File: src/scm_pkg.sv
`timescale 1ns / 1ps
// scm_pkg: shared codes for the scanset class matcher
// holds character constants, status codes, parse and scan phase codes; no dependencies

package scm_pkg;

	// characters that the format grammar looks for
	localparam logic [7:0] CH_PERCENT = 8'h25;
	localparam logic [7:0] CH_LBRACK  = 8'h5B;
	localparam logic [7:0] CH_CARET   = 8'h5E;
	localparam logic [7:0] CH_RBRACK  = 8'h5D;
	localparam logic [7:0] CH_DASH    = 8'h2D;
	localparam logic [7:0] CH_ZERO    = 8'h30;
	localparam logic [7:0] CH_NINE    = 8'h39;
	localparam logic [7:0] CH_NUL     = 8'h00;

	// status codes reported on the result channel
	localparam logic [3:0] ST_OK          = 4'd0;
	localparam logic [3:0] ST_NO_PERCENT  = 4'd1;
	localparam logic [3:0] ST_NO_NUMBER   = 4'd2;
	localparam logic [3:0] ST_NO_BRACKET  = 4'd3;
	localparam logic [3:0] ST_ZERO_WIDTH  = 4'd4;
	localparam logic [3:0] ST_TOO_LONG    = 4'd5;
	localparam logic [3:0] ST_RANGE_START = 4'd6;
	localparam logic [3:0] ST_RANGE_BACK  = 4'd7;
	localparam logic [3:0] ST_NO_CLOSE    = 4'd8;

	// format parser phases
	localparam logic [3:0] PH_PERCENT    = 4'd0;
	localparam logic [3:0] PH_FIRSTDIG   = 4'd1;
	localparam logic [3:0] PH_DIGITS     = 4'd2;
	localparam logic [3:0] PH_SETSTART   = 4'd3;
	localparam logic [3:0] PH_AFTERCARET = 4'd4;
	localparam logic [3:0] PH_AFTERRBR   = 4'd5;
	localparam logic [3:0] PH_BODY       = 4'd6;
	localparam logic [3:0] PH_RANGEEND   = 4'd7;
	localparam logic [3:0] PH_FAILED     = 4'd8;
	localparam logic [3:0] PH_END        = 4'd9;

	// source scan phases
	localparam logic [1:0] SC_FIRST   = 2'd0;
	localparam logic [1:0] SC_COPYING = 2'd1;
	localparam logic [1:0] SC_STOPPED = 2'd2;

	localparam int TABLE_ENTRIES = 256;

	typedef logic [TABLE_ENTRIES-1:0] keep_vec_t;

endpackage

File: src/scanset_class_matcher_core.sv
`timescale 1ns / 1ps
// scanset_class_matcher_core: builds a keep table from a %<width>[set] format, filters source bytes
// depends on scm_pkg
//
// an accepted request reaches its result through the input register and the result register
// throughput: one request per cycle if unstalled; every byte, range fills too, is combinational
// reset: arst_n clears the keep table, parser, scan state and both valid flags at once
// the keep table is a 256-bit flop vector, so no clearing pass follows reset

module scanset_class_matcher_core import scm_pkg::*; #(
	parameter int MAX_WIDTH = 4095
) (
	input  logic       clk,
	input  logic       arst_n,
	input  logic       in_valid,
	output logic       in_stall,
	input  logic       kind,
	input  logic [7:0] char_in,
	input  logic       last,
	output logic       out_valid,
	input  logic       out_stall,
	output logic [3:0] status,
	output logic [7:0] out_char,
	output logic       kept,
	output logic       matched,
	output logic       done_res
);

	localparam int WW = $clog2(MAX_WIDTH + 1);
	localparam int XW = WW + 4;
	localparam logic [XW-1:0] MAX_WIDE = XW'(MAX_WIDTH);

	// input stage
	logic       valid_s1;
	logic       kind_s1;
	logic [7:0] char_s1;
	logic       last_s1;

	// result stage
	logic       valid_s2;
	logic [3:0] status_s2;
	logic [7:0] char_s2;
	logic       kept_s2;
	logic       matched_s2;
	logic       done_s2;

	// block state
	keep_vec_t     tab_q;
	logic          setv_q;
	logic [WW-1:0] width_q;
	logic [3:0]    phase_q;
	logic [7:0]    prev_q;
	logic [3:0]    err_q;
	logic [WW-1:0] count_q;
	logic [1:0]    scan_q;

	// next state and result
	keep_vec_t     tab_d;
	logic          setv_d;
	logic [WW-1:0] width_d;
	logic [3:0]    phase_d;
	logic [7:0]    prev_d;
	logic [3:0]    err_d;
	logic [WW-1:0] count_d;
	logic [1:0]    scan_d;
	logic [3:0]    r_status;
	logic [7:0]    r_char;
	logic          r_kept;
	logic          r_matched;
	logic          r_done;

	logic          adv;
	logic          is_digit;
	logic [XW-1:0] digit_x;
	logic [XW-1:0] wide_x;
	logic          lit_rbr;
	logic          lit_dash;
	logic          in_body;
	logic [WW-1:0] count_inc;

	// handshake: s1 moves on when the result register is free or being drained
	assign adv      = valid_s1 && (!valid_s2 || !out_stall);
	assign in_stall = valid_s1 && !adv;

	assign is_digit  = (char_s1 >= CH_ZERO) && (char_s1 <= CH_NINE);
	assign digit_x   = XW'(char_s1[3:0]);
	assign count_inc = count_q + WW'(1);

	// width accumulate: width * 10 + digit, saturated
	always_comb begin
		wide_x = XW'({width_q, 3'b000}) + XW'({width_q, 1'b0}) + digit_x;
	end

	// one-byte step of parser and scanner
	always_comb begin
		tab_d     = tab_q;
		setv_d    = setv_q;
		width_d   = width_q;
		phase_d   = phase_q;
		prev_d    = prev_q;
		err_d     = err_q;
		count_d   = count_q;
		scan_d    = scan_q;
		r_status  = ST_OK;
		r_char    = 8'h00;
		r_kept    = 1'b0;
		r_matched = 1'b0;
		r_done    = 1'b0;
		lit_rbr   = 1'b0;
		lit_dash  = 1'b0;
		in_body   = 1'b0;

		if (!kind_s1) begin
			// a new format after the previous one ended
			if (phase_q == PH_END) begin
				phase_d = PH_PERCENT;
				width_d = '0;
				prev_d  = 8'h00;
				err_d   = ST_OK;
				setv_d  = 1'b1;
				count_d = '0;
				scan_d  = SC_FIRST;
			end
			if (char_s1 != CH_NUL) begin
				case (phase_d)
					PH_PERCENT: begin
						if (char_s1 == CH_PERCENT) begin
							phase_d = PH_FIRSTDIG;
						end else begin
							err_d   = ST_NO_PERCENT;
							phase_d = PH_FAILED;
						end
					end
					PH_FIRSTDIG: begin
						if (is_digit) begin
							width_d = (digit_x > MAX_WIDE) ? WW'(MAX_WIDTH) : WW'(digit_x);
							phase_d = PH_DIGITS;
						end else begin
							err_d   = ST_NO_NUMBER;
							phase_d = PH_FAILED;
						end
					end
					PH_DIGITS: begin
						if (is_digit) begin
							width_d = (wide_x > MAX_WIDE) ? WW'(MAX_WIDTH) : WW'(wide_x);
						end else if (char_s1 == CH_LBRACK) begin
							if (width_d == '0) begin
								err_d   = ST_ZERO_WIDTH;
								phase_d = PH_FAILED;
							end else begin
								tab_d   = '0;
								setv_d  = 1'b1;
								phase_d = PH_SETSTART;
							end
						end else begin
							err_d   = ST_NO_BRACKET;
							phase_d = PH_FAILED;
						end
					end
					PH_SETSTART: begin
						if (char_s1 == CH_CARET) begin
							tab_d    = '1;
							tab_d[0] = 1'b0;
							setv_d   = 1'b0;
							phase_d  = PH_AFTERCARET;
						end else begin
							lit_rbr  = 1'b1;
							lit_dash = 1'b1;
							in_body  = 1'b1;
						end
					end
					PH_AFTERCARET: begin
						lit_rbr  = 1'b1;
						lit_dash = 1'b1;
						in_body  = 1'b1;
					end
					PH_AFTERRBR: begin
						lit_dash = 1'b1;
						in_body  = 1'b1;
					end
					PH_BODY: begin
						in_body = 1'b1;
					end
					PH_RANGEEND: begin
						if (char_s1 <= prev_q) begin
							err_d   = ST_RANGE_BACK;
							phase_d = PH_FAILED;
						end else begin
							for (int i = 0; i < TABLE_ENTRIES; i++) begin
								if ((8'(i) > prev_q) && (8'(i) <= char_s1)) begin
									tab_d[i] = setv_q;
								end
							end
							prev_d  = 8'h00;
							phase_d = PH_BODY;
						end
					end
					default: begin
					end
				endcase

				// set members: leading literals, ranges, plain bytes, closing bracket
				if (in_body) begin
					if (lit_rbr && char_s1 == CH_RBRACK) begin
						tab_d[CH_RBRACK] = setv_d;
						phase_d          = PH_AFTERRBR;
					end else if (lit_dash && char_s1 == CH_DASH) begin
						tab_d[CH_DASH] = setv_d;
						phase_d        = PH_BODY;
					end else if (char_s1 == CH_RBRACK) begin
						if (last_s1) begin
							err_d   = ST_OK;
							phase_d = PH_END;
						end else begin
							err_d   = ST_TOO_LONG;
							phase_d = PH_FAILED;
						end
					end else if (char_s1 == CH_DASH) begin
						if (prev_q == 8'h00) begin
							err_d   = ST_RANGE_START;
							phase_d = PH_FAILED;
						end else begin
							phase_d = PH_RANGEEND;
						end
					end else begin
						tab_d[char_s1] = setv_d;
						prev_d         = char_s1;
						phase_d        = PH_BODY;
					end
				end
			end

			// end of format: the error that the stopping point implies
			if (char_s1 == CH_NUL || last_s1) begin
				case (phase_d)
					PH_PERCENT:  err_d = ST_NO_PERCENT;
					PH_FIRSTDIG: err_d = ST_NO_NUMBER;
					PH_DIGITS:   err_d = ST_NO_BRACKET;
					PH_RANGEEND: err_d = ST_RANGE_BACK;
					PH_FAILED, PH_END: begin
					end
					default:     err_d = ST_NO_CLOSE;
				endcase
				phase_d = PH_END;
			end
			r_status = err_d;
			r_done   = (phase_d == PH_END) || (phase_d == PH_FAILED);
		end else if (phase_q != PH_END || err_q != ST_OK) begin
			// source byte while no good format is in place
			if (phase_q == PH_END || phase_q == PH_FAILED) begin
				r_status = err_q;
				r_done   = 1'b1;
			end
		end else begin
			// source scan against the keep table
			if (scan_q != SC_STOPPED) begin
				if (tab_q[char_s1] && count_q < width_q) begin
					r_kept  = 1'b1;
					r_char  = char_s1;
					count_d = count_inc;
					if (count_inc >= width_q) begin
						scan_d = SC_STOPPED;
						r_done = 1'b1;
					end else begin
						scan_d = SC_COPYING;
					end
				end else begin
					scan_d = SC_STOPPED;
					r_done = 1'b1;
				end
			end else begin
				r_done = 1'b1;
			end
			r_matched = (count_d != '0);
			if (last_s1) begin
				r_done  = 1'b1;
				scan_d  = SC_FIRST;
				count_d = '0;
			end
		end
	end

	// input register
	always_ff @(posedge clk or negedge arst_n) begin
		if (!arst_n) begin
			valid_s1 <= 1'b0;
		end else if (!in_stall) begin
			valid_s1 <= in_valid;
		end
	end

	always_ff @(posedge clk) begin
		if (in_valid && !in_stall) begin
			kind_s1 <= kind;
			char_s1 <= char_in;
			last_s1 <= last;
		end
	end

	// state update, one byte per advance
	always_ff @(posedge clk or negedge arst_n) begin
		if (!arst_n) begin
			tab_q   <= '0;
			setv_q  <= 1'b1;
			width_q <= '0;
			phase_q <= PH_PERCENT;
			prev_q  <= 8'h00;
			err_q   <= ST_OK;
			count_q <= '0;
			scan_q  <= SC_FIRST;
		end else if (adv) begin
			tab_q   <= tab_d;
			setv_q  <= setv_d;
			width_q <= width_d;
			phase_q <= phase_d;
			prev_q  <= prev_d;
			err_q   <= err_d;
			count_q <= count_d;
			scan_q  <= scan_d;
		end
	end

	// result register
	always_ff @(posedge clk or negedge arst_n) begin
		if (!arst_n) begin
			valid_s2 <= 1'b0;
		end else if (!valid_s2 || !out_stall) begin
			valid_s2 <= valid_s1;
		end
	end

	always_ff @(posedge clk) begin
		if (adv) begin
			status_s2  <= r_status;
			char_s2    <= r_char;
			kept_s2    <= r_kept;
			matched_s2 <= r_matched;
			done_s2    <= r_done;
		end
	end

	assign out_valid = valid_s2;
	assign status    = status_s2;
	assign out_char  = char_s2;
	assign kept      = kept_s2;
	assign matched   = matched_s2;
	assign done_res  = done_s2;

endmodule

File: config.mk
export PLATFORM = sky130hd
export DESIGN_NAME = scanset_class_matcher_core
export DESIGN_NICKNAME = d
export VERILOG_FILES = /design/src/scm_pkg.sv /design/src/scanset_class_matcher_core.sv
export SDC_FILE = /design/constraint.sdc
export NUM_CORES = 2
export LEC_CHECK = 0
export ABC_AREA = 1
export BUFFER_PORTS_ARGS = -buffer_cell sky130_fd_sc_hd__buf_2
export CORE_MARGIN = 10
export CORE_UTILIZATION = 27
export CTS_BUF_LIST = sky130_fd_sc_hd__clkbuf_16
export CTS_CLUSTER_DIAMETER = 120
export DETAILED_ROUTE_END_ITERATION = 6
export GPL_TIMING_DRIVEN = 0
export REMOVE_ABC_BUFFERS = 1
export SYNTH_ARGS = -nofsm -noshare
export SYNTH_HDL_FRONTEND = slang
export SYNTH_SLANG_ARGS = --single-unit
File: constraint.sdc
create_clock -name clk -period 4.8 [get_ports clk]
set_input_delay 1.2 -clock clk [delete_from_list [all_inputs] [get_ports clk]]
set_output_delay 1.2 -clock clk [all_outputs]
set_load 0.03 [all_outputs]
* Word level (Yosys, flattened, before mapping)
Index checks and enable logic that the tools add are counted.
** Word-level totals
- Flip-flop bits (word level) :: 326
- Input bits :: 14
- Output and inout port bits :: 17
- Logic and storage cells :: 1242
** Operators by class
- Add/sub/neg operators :: 3
- Magnitude comparators :: 521
- Equality and inequality tests :: 25
- Muxes and demuxes :: 380
- Bitwise logic cells :: 3
- Reduce and logical (&&, ||, !) cells :: 292
** Operators with widths (count)
- 256-bit 2-to-1 mux :: 10
- 8-bit greater-than comparator (first input constant) :: 128
- 8-bit <= comparator (first input constant) :: 128
- 256-bit case mux with 3 select lines :: 1
- 7-bit by 8-bit greater-than comparator with 1-bit output (first input constant) :: 64
- 7-bit by 8-bit <= comparator with 1-bit output (first input constant) :: 64
- 1-bit 2-to-1 mux :: 284
- 1-bit logical AND :: 264
- 256-bit bitwise mux :: 1
- 6-bit by 8-bit greater-than comparator with 1-bit output (first input constant) :: 32
- 6-bit by 8-bit <= comparator with 1-bit output (first input constant) :: 32
- 210-bit 2-to-1 mux :: 1
- 12-bit 2-to-1 mux :: 15
- 162-bit 2-to-1 mux :: 1
- 4-bit 2-to-1 mux :: 38
- 5-bit by 8-bit greater-than comparator with 1-bit output (first input constant) :: 16
- 5-bit by 8-bit <= comparator with 1-bit output (first input constant) :: 16
- 93-bit 2-to-1 mux :: 1
- 8-bit 2-to-1 mux :: 9
- 4-bit by 8-bit greater-than comparator with 1-bit output (first input constant) :: 8
- 4-bit by 8-bit <= comparator with 1-bit output (first input constant) :: 8
- 45-bit 2-to-1 mux :: 1
- 4-bit case mux with 5 select lines :: 2
- 3-bit by 8-bit greater-than comparator with 1-bit output (first input constant) :: 4
- 49 further kinds :: 96

* Longest topological paths before layout
- Depth after elaboration :: 19
- Depth in mapped cells :: 25
- Depth with buffers taken out :: 24

* Worst setup path after synthesis
Ideal clock, no wire load.
- Path type :: input-to-reg
- Start point :: input out_stall
- End point :: register tab_q[161]
- Setup time :: 139 ps
- Arrival time :: 3659 ps
- Required time :: 4661 ps
- Path slack :: 1001 ps
- Cell stages on the path :: 11
- Buffers on the path :: 3
- Cell sequence :: nand2_1 inv_1 nor2_1 inv_1 nor2_1 clkinv_1 nor2_1 buf_2 buf_2 clkbuf_1 o21ai_0
** Between the ends
- Word-level cells in the longest chain between the ends :: 4
** Ends and longest elaborated chain
- start, declared :: RTL line scanset_class_matcher_core.sv:21 : input logic out_stall,
- 1-bit logical NOT :: RTL line scanset_class_matcher_core.sv:82 : assign adv = valid_s1 && (!valid_s2 || !out_stall);
- 1-bit logical OR :: RTL line scanset_class_matcher_core.sv:82
- 1-bit logical AND :: RTL line scanset_class_matcher_core.sv:82
- via adv :: RTL line scanset_class_matcher_core.sv:72 : logic adv;
- 3-bit AND reduction (no source line)
- end signal, assigned :: RTL line scanset_class_matcher_core.sv:312 : tab_q <= tab_d;
- end, declared :: RTL line scanset_class_matcher_core.sv:48 : keep_vec_t tab_q;
The timed path passes the listed nets, and every way through them passes these cells.
A chain may end at the register's enable or synchronous reset.

* Worst setup path in the final report
- Start point :: register char_s1[1]
- End point :: register tab_q[56]
** Between the ends
- Word-level cells in the longest chain between the ends :: 13
- Elaborated cells on any way between the ends :: 49
- Classes of those cells :: order compare (6); eq/ne (4); mux (32); reduce/logical (7)
** Ends and longest elaborated chain
- start, declared :: RTL line scanset_class_matcher_core.sv:36 : logic [7:0] char_s1;
- start signal, assigned :: RTL line scanset_class_matcher_core.sv:295 : char_s1 <= char_in;
- 6-bit by 8-bit <= comparator with 1-bit output :: RTL line scanset_class_matcher_core.sv:190 : if ((8'(i) > prev_q) && (8'(i) <= char_s1)) begin
- 1-bit logical AND :: RTL line scanset_class_matcher_core.sv:190
- 1-bit 2-to-1 mux :: RTL line scanset_class_matcher_core.sv:190
- 256-bit 2-to-1 mux :: RTL line scanset_class_matcher_core.sv:185 : if (char_s1 <= prev_q) begin
- 256-bit case mux with 3 select lines :: RTL line scanset_class_matcher_core.sv:125 : case (phase_d)
- 256-bit 2-to-1 mux :: RTL line scanset_class_matcher_core.sv:124 : if (char_s1 != CH_NUL) begin
- 256-bit 2-to-1 mux :: RTL line scanset_class_matcher_core.sv:113 : if (!kind_s1) begin
- 256-bit bitwise mux :: RTL line scanset_class_matcher_core.sv:226 : tab_d[char_s1] = setv_d;
- 256-bit 2-to-1 mux :: RTL line scanset_class_matcher_core.sv:218 : end else if (char_s1 == CH_DASH) begin
- 256-bit 2-to-1 mux :: RTL line scanset_class_matcher_core.sv:210 : end else if (char_s1 == CH_RBRACK) begin
- 210-bit 2-to-1 mux :: RTL line scanset_class_matcher_core.sv:207 : end else if (lit_dash && char_s1 == CH_DASH) begin
- 93-bit 2-to-1 mux :: RTL line scanset_class_matcher_core.sv:204 : if (lit_rbr && char_s1 == CH_RBRACK) begin
- 256-bit 2-to-1 mux :: RTL line scanset_class_matcher_core.sv:203 : if (in_body) begin
Parallel ways exist; a longest one is shown, timed or not. The select of a mux whose other input is x is not followed.

==> results.sh <==
export IMPL_outcome="finished with violations"
export IMPL_failed_checks="design-rule violations, max-capacitance violations, max-slew violations, negative setup slack"
export IMPL_row_count=128
export IMPL_antenna_left=0
export IMPL_syn_area_um2=33400
export IMPL_antenna_found_initial=9
export IMPL_share_of_the_core_filled_with_cells_in_the_final_layout_pct=31.1
export IMPL_clockBufferDepth=3
export IMPL_worstPathBufferInverterCount=4
export IMPL_buffer_ports_inserted=30
export IMPL_grt_first_pass_wirelength_mm=280
export IMPL_element_type_at_the_critical_path_end="flip-flop"
export IMPL_power_ir_vdd_worst_v=0.000486
export IMPL_finalSetupViolCount=30
export IMPL_finalMaxSlewViolations=13
export IMPL_synth_top_cells_by_count="1205 x o21ai_0, 1111 x nand2_1, 508 x nor2_1, 479 x inv_1, 308 x clkbuf_1"
export IMPL_synth_distinct_cells=61
export IMPL_cp_arrival_ns=5.62
export IMPL_achievable_frequency_mhz=197
export IMPL_initialDrtViolationCount=8920
export IMPL_drt_total_wl_mm=196
export IMPL_maxCapViolCount=3
export IMPL_cts_tree="built"
export IMPL_synth_warning_count=0
export IMPL_fin_area_um2=38100
export IMPL_holdBufCountCts=0
export IMPL_ys_ff_latch=326
export IMPL_required_time_at_the_worst_slack_endpoint_ns=5.35
export IMPL_first_global_vias=41036
export IMPL_timing_clock_skew_ns=0.0275
export IMPL_numCtsBuffers=44
export IMPL_crit_path_max_incr_delay_ns=0.96
export IMPL_die_h_um=372
export IMPL_drt_pre_antenna_iters=7
export IMPL_synth_edff_count=25
export IMPL_die_width_um=372
export IMPL_yosysSeqAreaShare_pct=24.8
export IMPL_worst_skew_pair_late_latency_ns=0.64
export IMPL_fin_crit_ns=5.07
export IMPL_core_area_um2=122000
export IMPL_min_delay_path_class="reg2reg"
export IMPL_critical_path_startpoint_type="flip-flop"
export IMPL_hold_violations_final=0
export IMPL_htree_num_levels=2
export IMPL_cpMaxStageDelayCell="nor2_1"
export IMPL_cts_clk_slew_worst_paths_ns=0.06
export IMPL_globalplace_congestion=1.05
export IMPL_yosysMostFrequentCell="o21ai_0"
export IMPL_cts_sinks=326
export IMPL_netlist_instances=5475
export IMPL_synth_largest_type_area_fraction_pct=22.5
export IMPL_layout_filler_cells=13481
export IMPL_cp_max_fo=30
export IMPL_crit_path_cell_trace="buf_16 > inv_6 > nand2_4 > nor2_1 > inv_1 > nor2_2 > inv_1 > o22ai_1 > o21ai_0 > o21ai_0"
export IMPL_synth_top_flop_cell="dfrtp_1"
export IMPL_final_period_utilization_pct=106
export IMPL_postPlaceCellArea_um2=35600
export IMPL_clock_root_buffer="clkbuf_16"
export IMPL_avgSynthCellArea_um2=6.10
export IMPL_wire_per_inst_um=28.2
export IMPL_nNetsFinal=5361
export IMPL_async_flop_share_pct=92.3
export IMPL_timing_final_ws_setup_ns=-0.269
export IMPL_pin_count_of_the_biggest_net_entering_global_routing=115
export IMPL_place_hpwl_mm=124
export IMPL_path_delay_family="simple AND/OR/NAND/NOR gates"
export IMPL_gr_usage_all_layers_pct=26.7
export IMPL_grt_overflow_total=0
export IMPL_worst_slew_pin_transition_ns=1.64
export IMPL_worst_slew_margin_rel_pct=-9.80
export IMPL_ratio_of_routed_vias_to_standard_cells=6.46
export IMPL_initial_utilization_pct=27.3
export IMPL_setup_worst_path_class="reg2reg"
export IMPL_synth_area_leader_cell="dfrtp_1"
export IMPL_dr_total_vias=44920
export IMPL_netlist_top_cells_area="dfrtp_1 22%, o21ai_0 18%, nand2_1 12%"
export IMPL_cellPowerDensity_nw_per_um2=439
export IMPL_worst_hold_slack_ns=0.491
export IMPL_die_area_um2=138000
export IMPL_leakage_nw=15.2
export IMPL_fin_total_pwr_mw=16.7
export IMPL_place_ws_ns=-3.33
export IMPL_sequential_cell_area_um2=8300
export IMPL_multi_input_area_um2=21700
export IMPL_final_layout_size_suffix_gt1_share_pct=7.56
export IMPL_syn2layout_area_growth_pct=14.1
export IMPL_pin_count=31
export IMPL_post_route_drc_count=1
worst reg2reg max path, stage by stage, from the launching register on:
cell and delay [ns]:
edfxtp_1 0.45, buf_16 0.20, inv_6 0.35, nand2_4 0.52
nor2_1 0.98, inv_1 0.60, nor2_2 0.87, inv_1 0.52
o22ai_1 0.29, o21ai_0 0.12, o21ai_0 0.10
metal layers:
metal | global-route usage (%) | vias to the layer above | wire, um
li1 | - | 18811 | -
met1 | 34.8 | 20905 | 72200
met2 | 36.2 | 4160 | 75100
met3 | 10.3 | 1034 | 33100
met4 | 16.8 | 10 | 15500
met5 | 0 | - | 54
sequential cells by signal, summed over array words and instances (netlist names):
signal / flops
done_res: 1
matched: 1
width_q: 12
char_s1: 8
out_char: 8
prev_q: 8
kind_s1: 1
status: 4
scan_q: 2
phase_q: 4
tab_q: 256
kept: 1
valid_s1: 1
out_valid: 1
count_q: 12
setv_q: 1
err_q: 4
last_s1: 1
cell type report:
| type | instances | share of cell area [%] |
|---|---|---|
| tap | 1625 | 5.34 |
| antenna | 7 | 0.0460 |
| clock inverter | 31 | 0.588 |
| clock buffer | 46 | 3.02 |
| multi-input combinational | 4204 | 57.0 |
| timing repair inverter | 3 | 0.0394 |
| timing repair buffer | 193 | 6.71 |
| inverter | 517 | 5.45 |
| sequential | 326 | 21.8 |
through the flow:
stage               instances  setup TNS (ns)
floorplan                5041        -3414.97
global placement         6696               -
detailed placement       6785         -537.91
CTS                      6909               0
global route             6946        -0.00446
finish                   6952           -2.01
cells in the final DEF, fill, tap and decap left out, types with 16 or more instances in the layout:
master,netlist,layout
o21ai_0,1205,1203
nand2_1,1111,1098
nor2_1,508,481
inv_1,479,478
dfrtp_1,300,295
a21oi_1,232,231
nor3_1,161,160
o211ai_1,151,151
o22ai_1,129,128
a31oi_1,121,121
nand3_1,83,83
o2111ai_1,74,74
buf_4,8,67
o221ai_1,61,61
ha_1,56,56
clkbuf_16,0,48
o21ai_1,42,44
o31ai_1,36,36
nor2_2,24,34
buf_12,0,32
nand4_1,30,30
buf_2,92,29
buf_16,0,27
a221oi_1,26,25
edfxtp_1,25,25
nor2_4,6,24
o311ai_0,21,21
a22oi_1,18,18
buf_8,0,18
buf_6,1,18
xor2_1,17,17
inv_2,19,16
report_power, final:
part	leakage (nW)	total [mW]	switching, mW	internal, mW
clock network	0.721	3.41	1.53	1.88
registers	4.39	3.56	0.464	3.10
logic	10.1	9.73	7.44	2.29
final timing paths:
| kind | slack (ns) | start | endpoint | cells after the start |
|---|---|---|---|---|
| max in group asynchronous | 2.92 | arst_n | tab_q[125] | 3 |
| max reg2reg | -0.27 | char_s1[1] | tab_q[56] | 10 |
| max | -0.27 | char_s1[1] | tab_q[56] | 10 |
| min reg2reg | 0.49 | scan_q[1] | scan_q[1] | 2 |
| min | 0.49 | scan_q[1] | scan_q[1] | 2 |
| min in group asynchronous | 0.56 | arst_n | tab_q[7] | 1 |
logic make-up (layout without fill, tap and decap cells):
kind of cell	count (synthesis)	count (layout)	synth area share, %
xor+xnor	18	18	0.472
flops	326	326	24.8
fa+ha+maj	58	58	2.22
compound gates	2167	2169	37.6
buf+inv	951	790	11.2
other cells	0	7	0
simple gates	1955	1959	23.8
timing repair:
action,4_1_cts,5_1_grt
setup buffers,39,33
setup endpoints to repair,314,203
pin swaps,10,7
endpoints found under the hold margin,0,0
cloned,8,3
resized for setup,57,24
(Power assumes the default switching activity.)
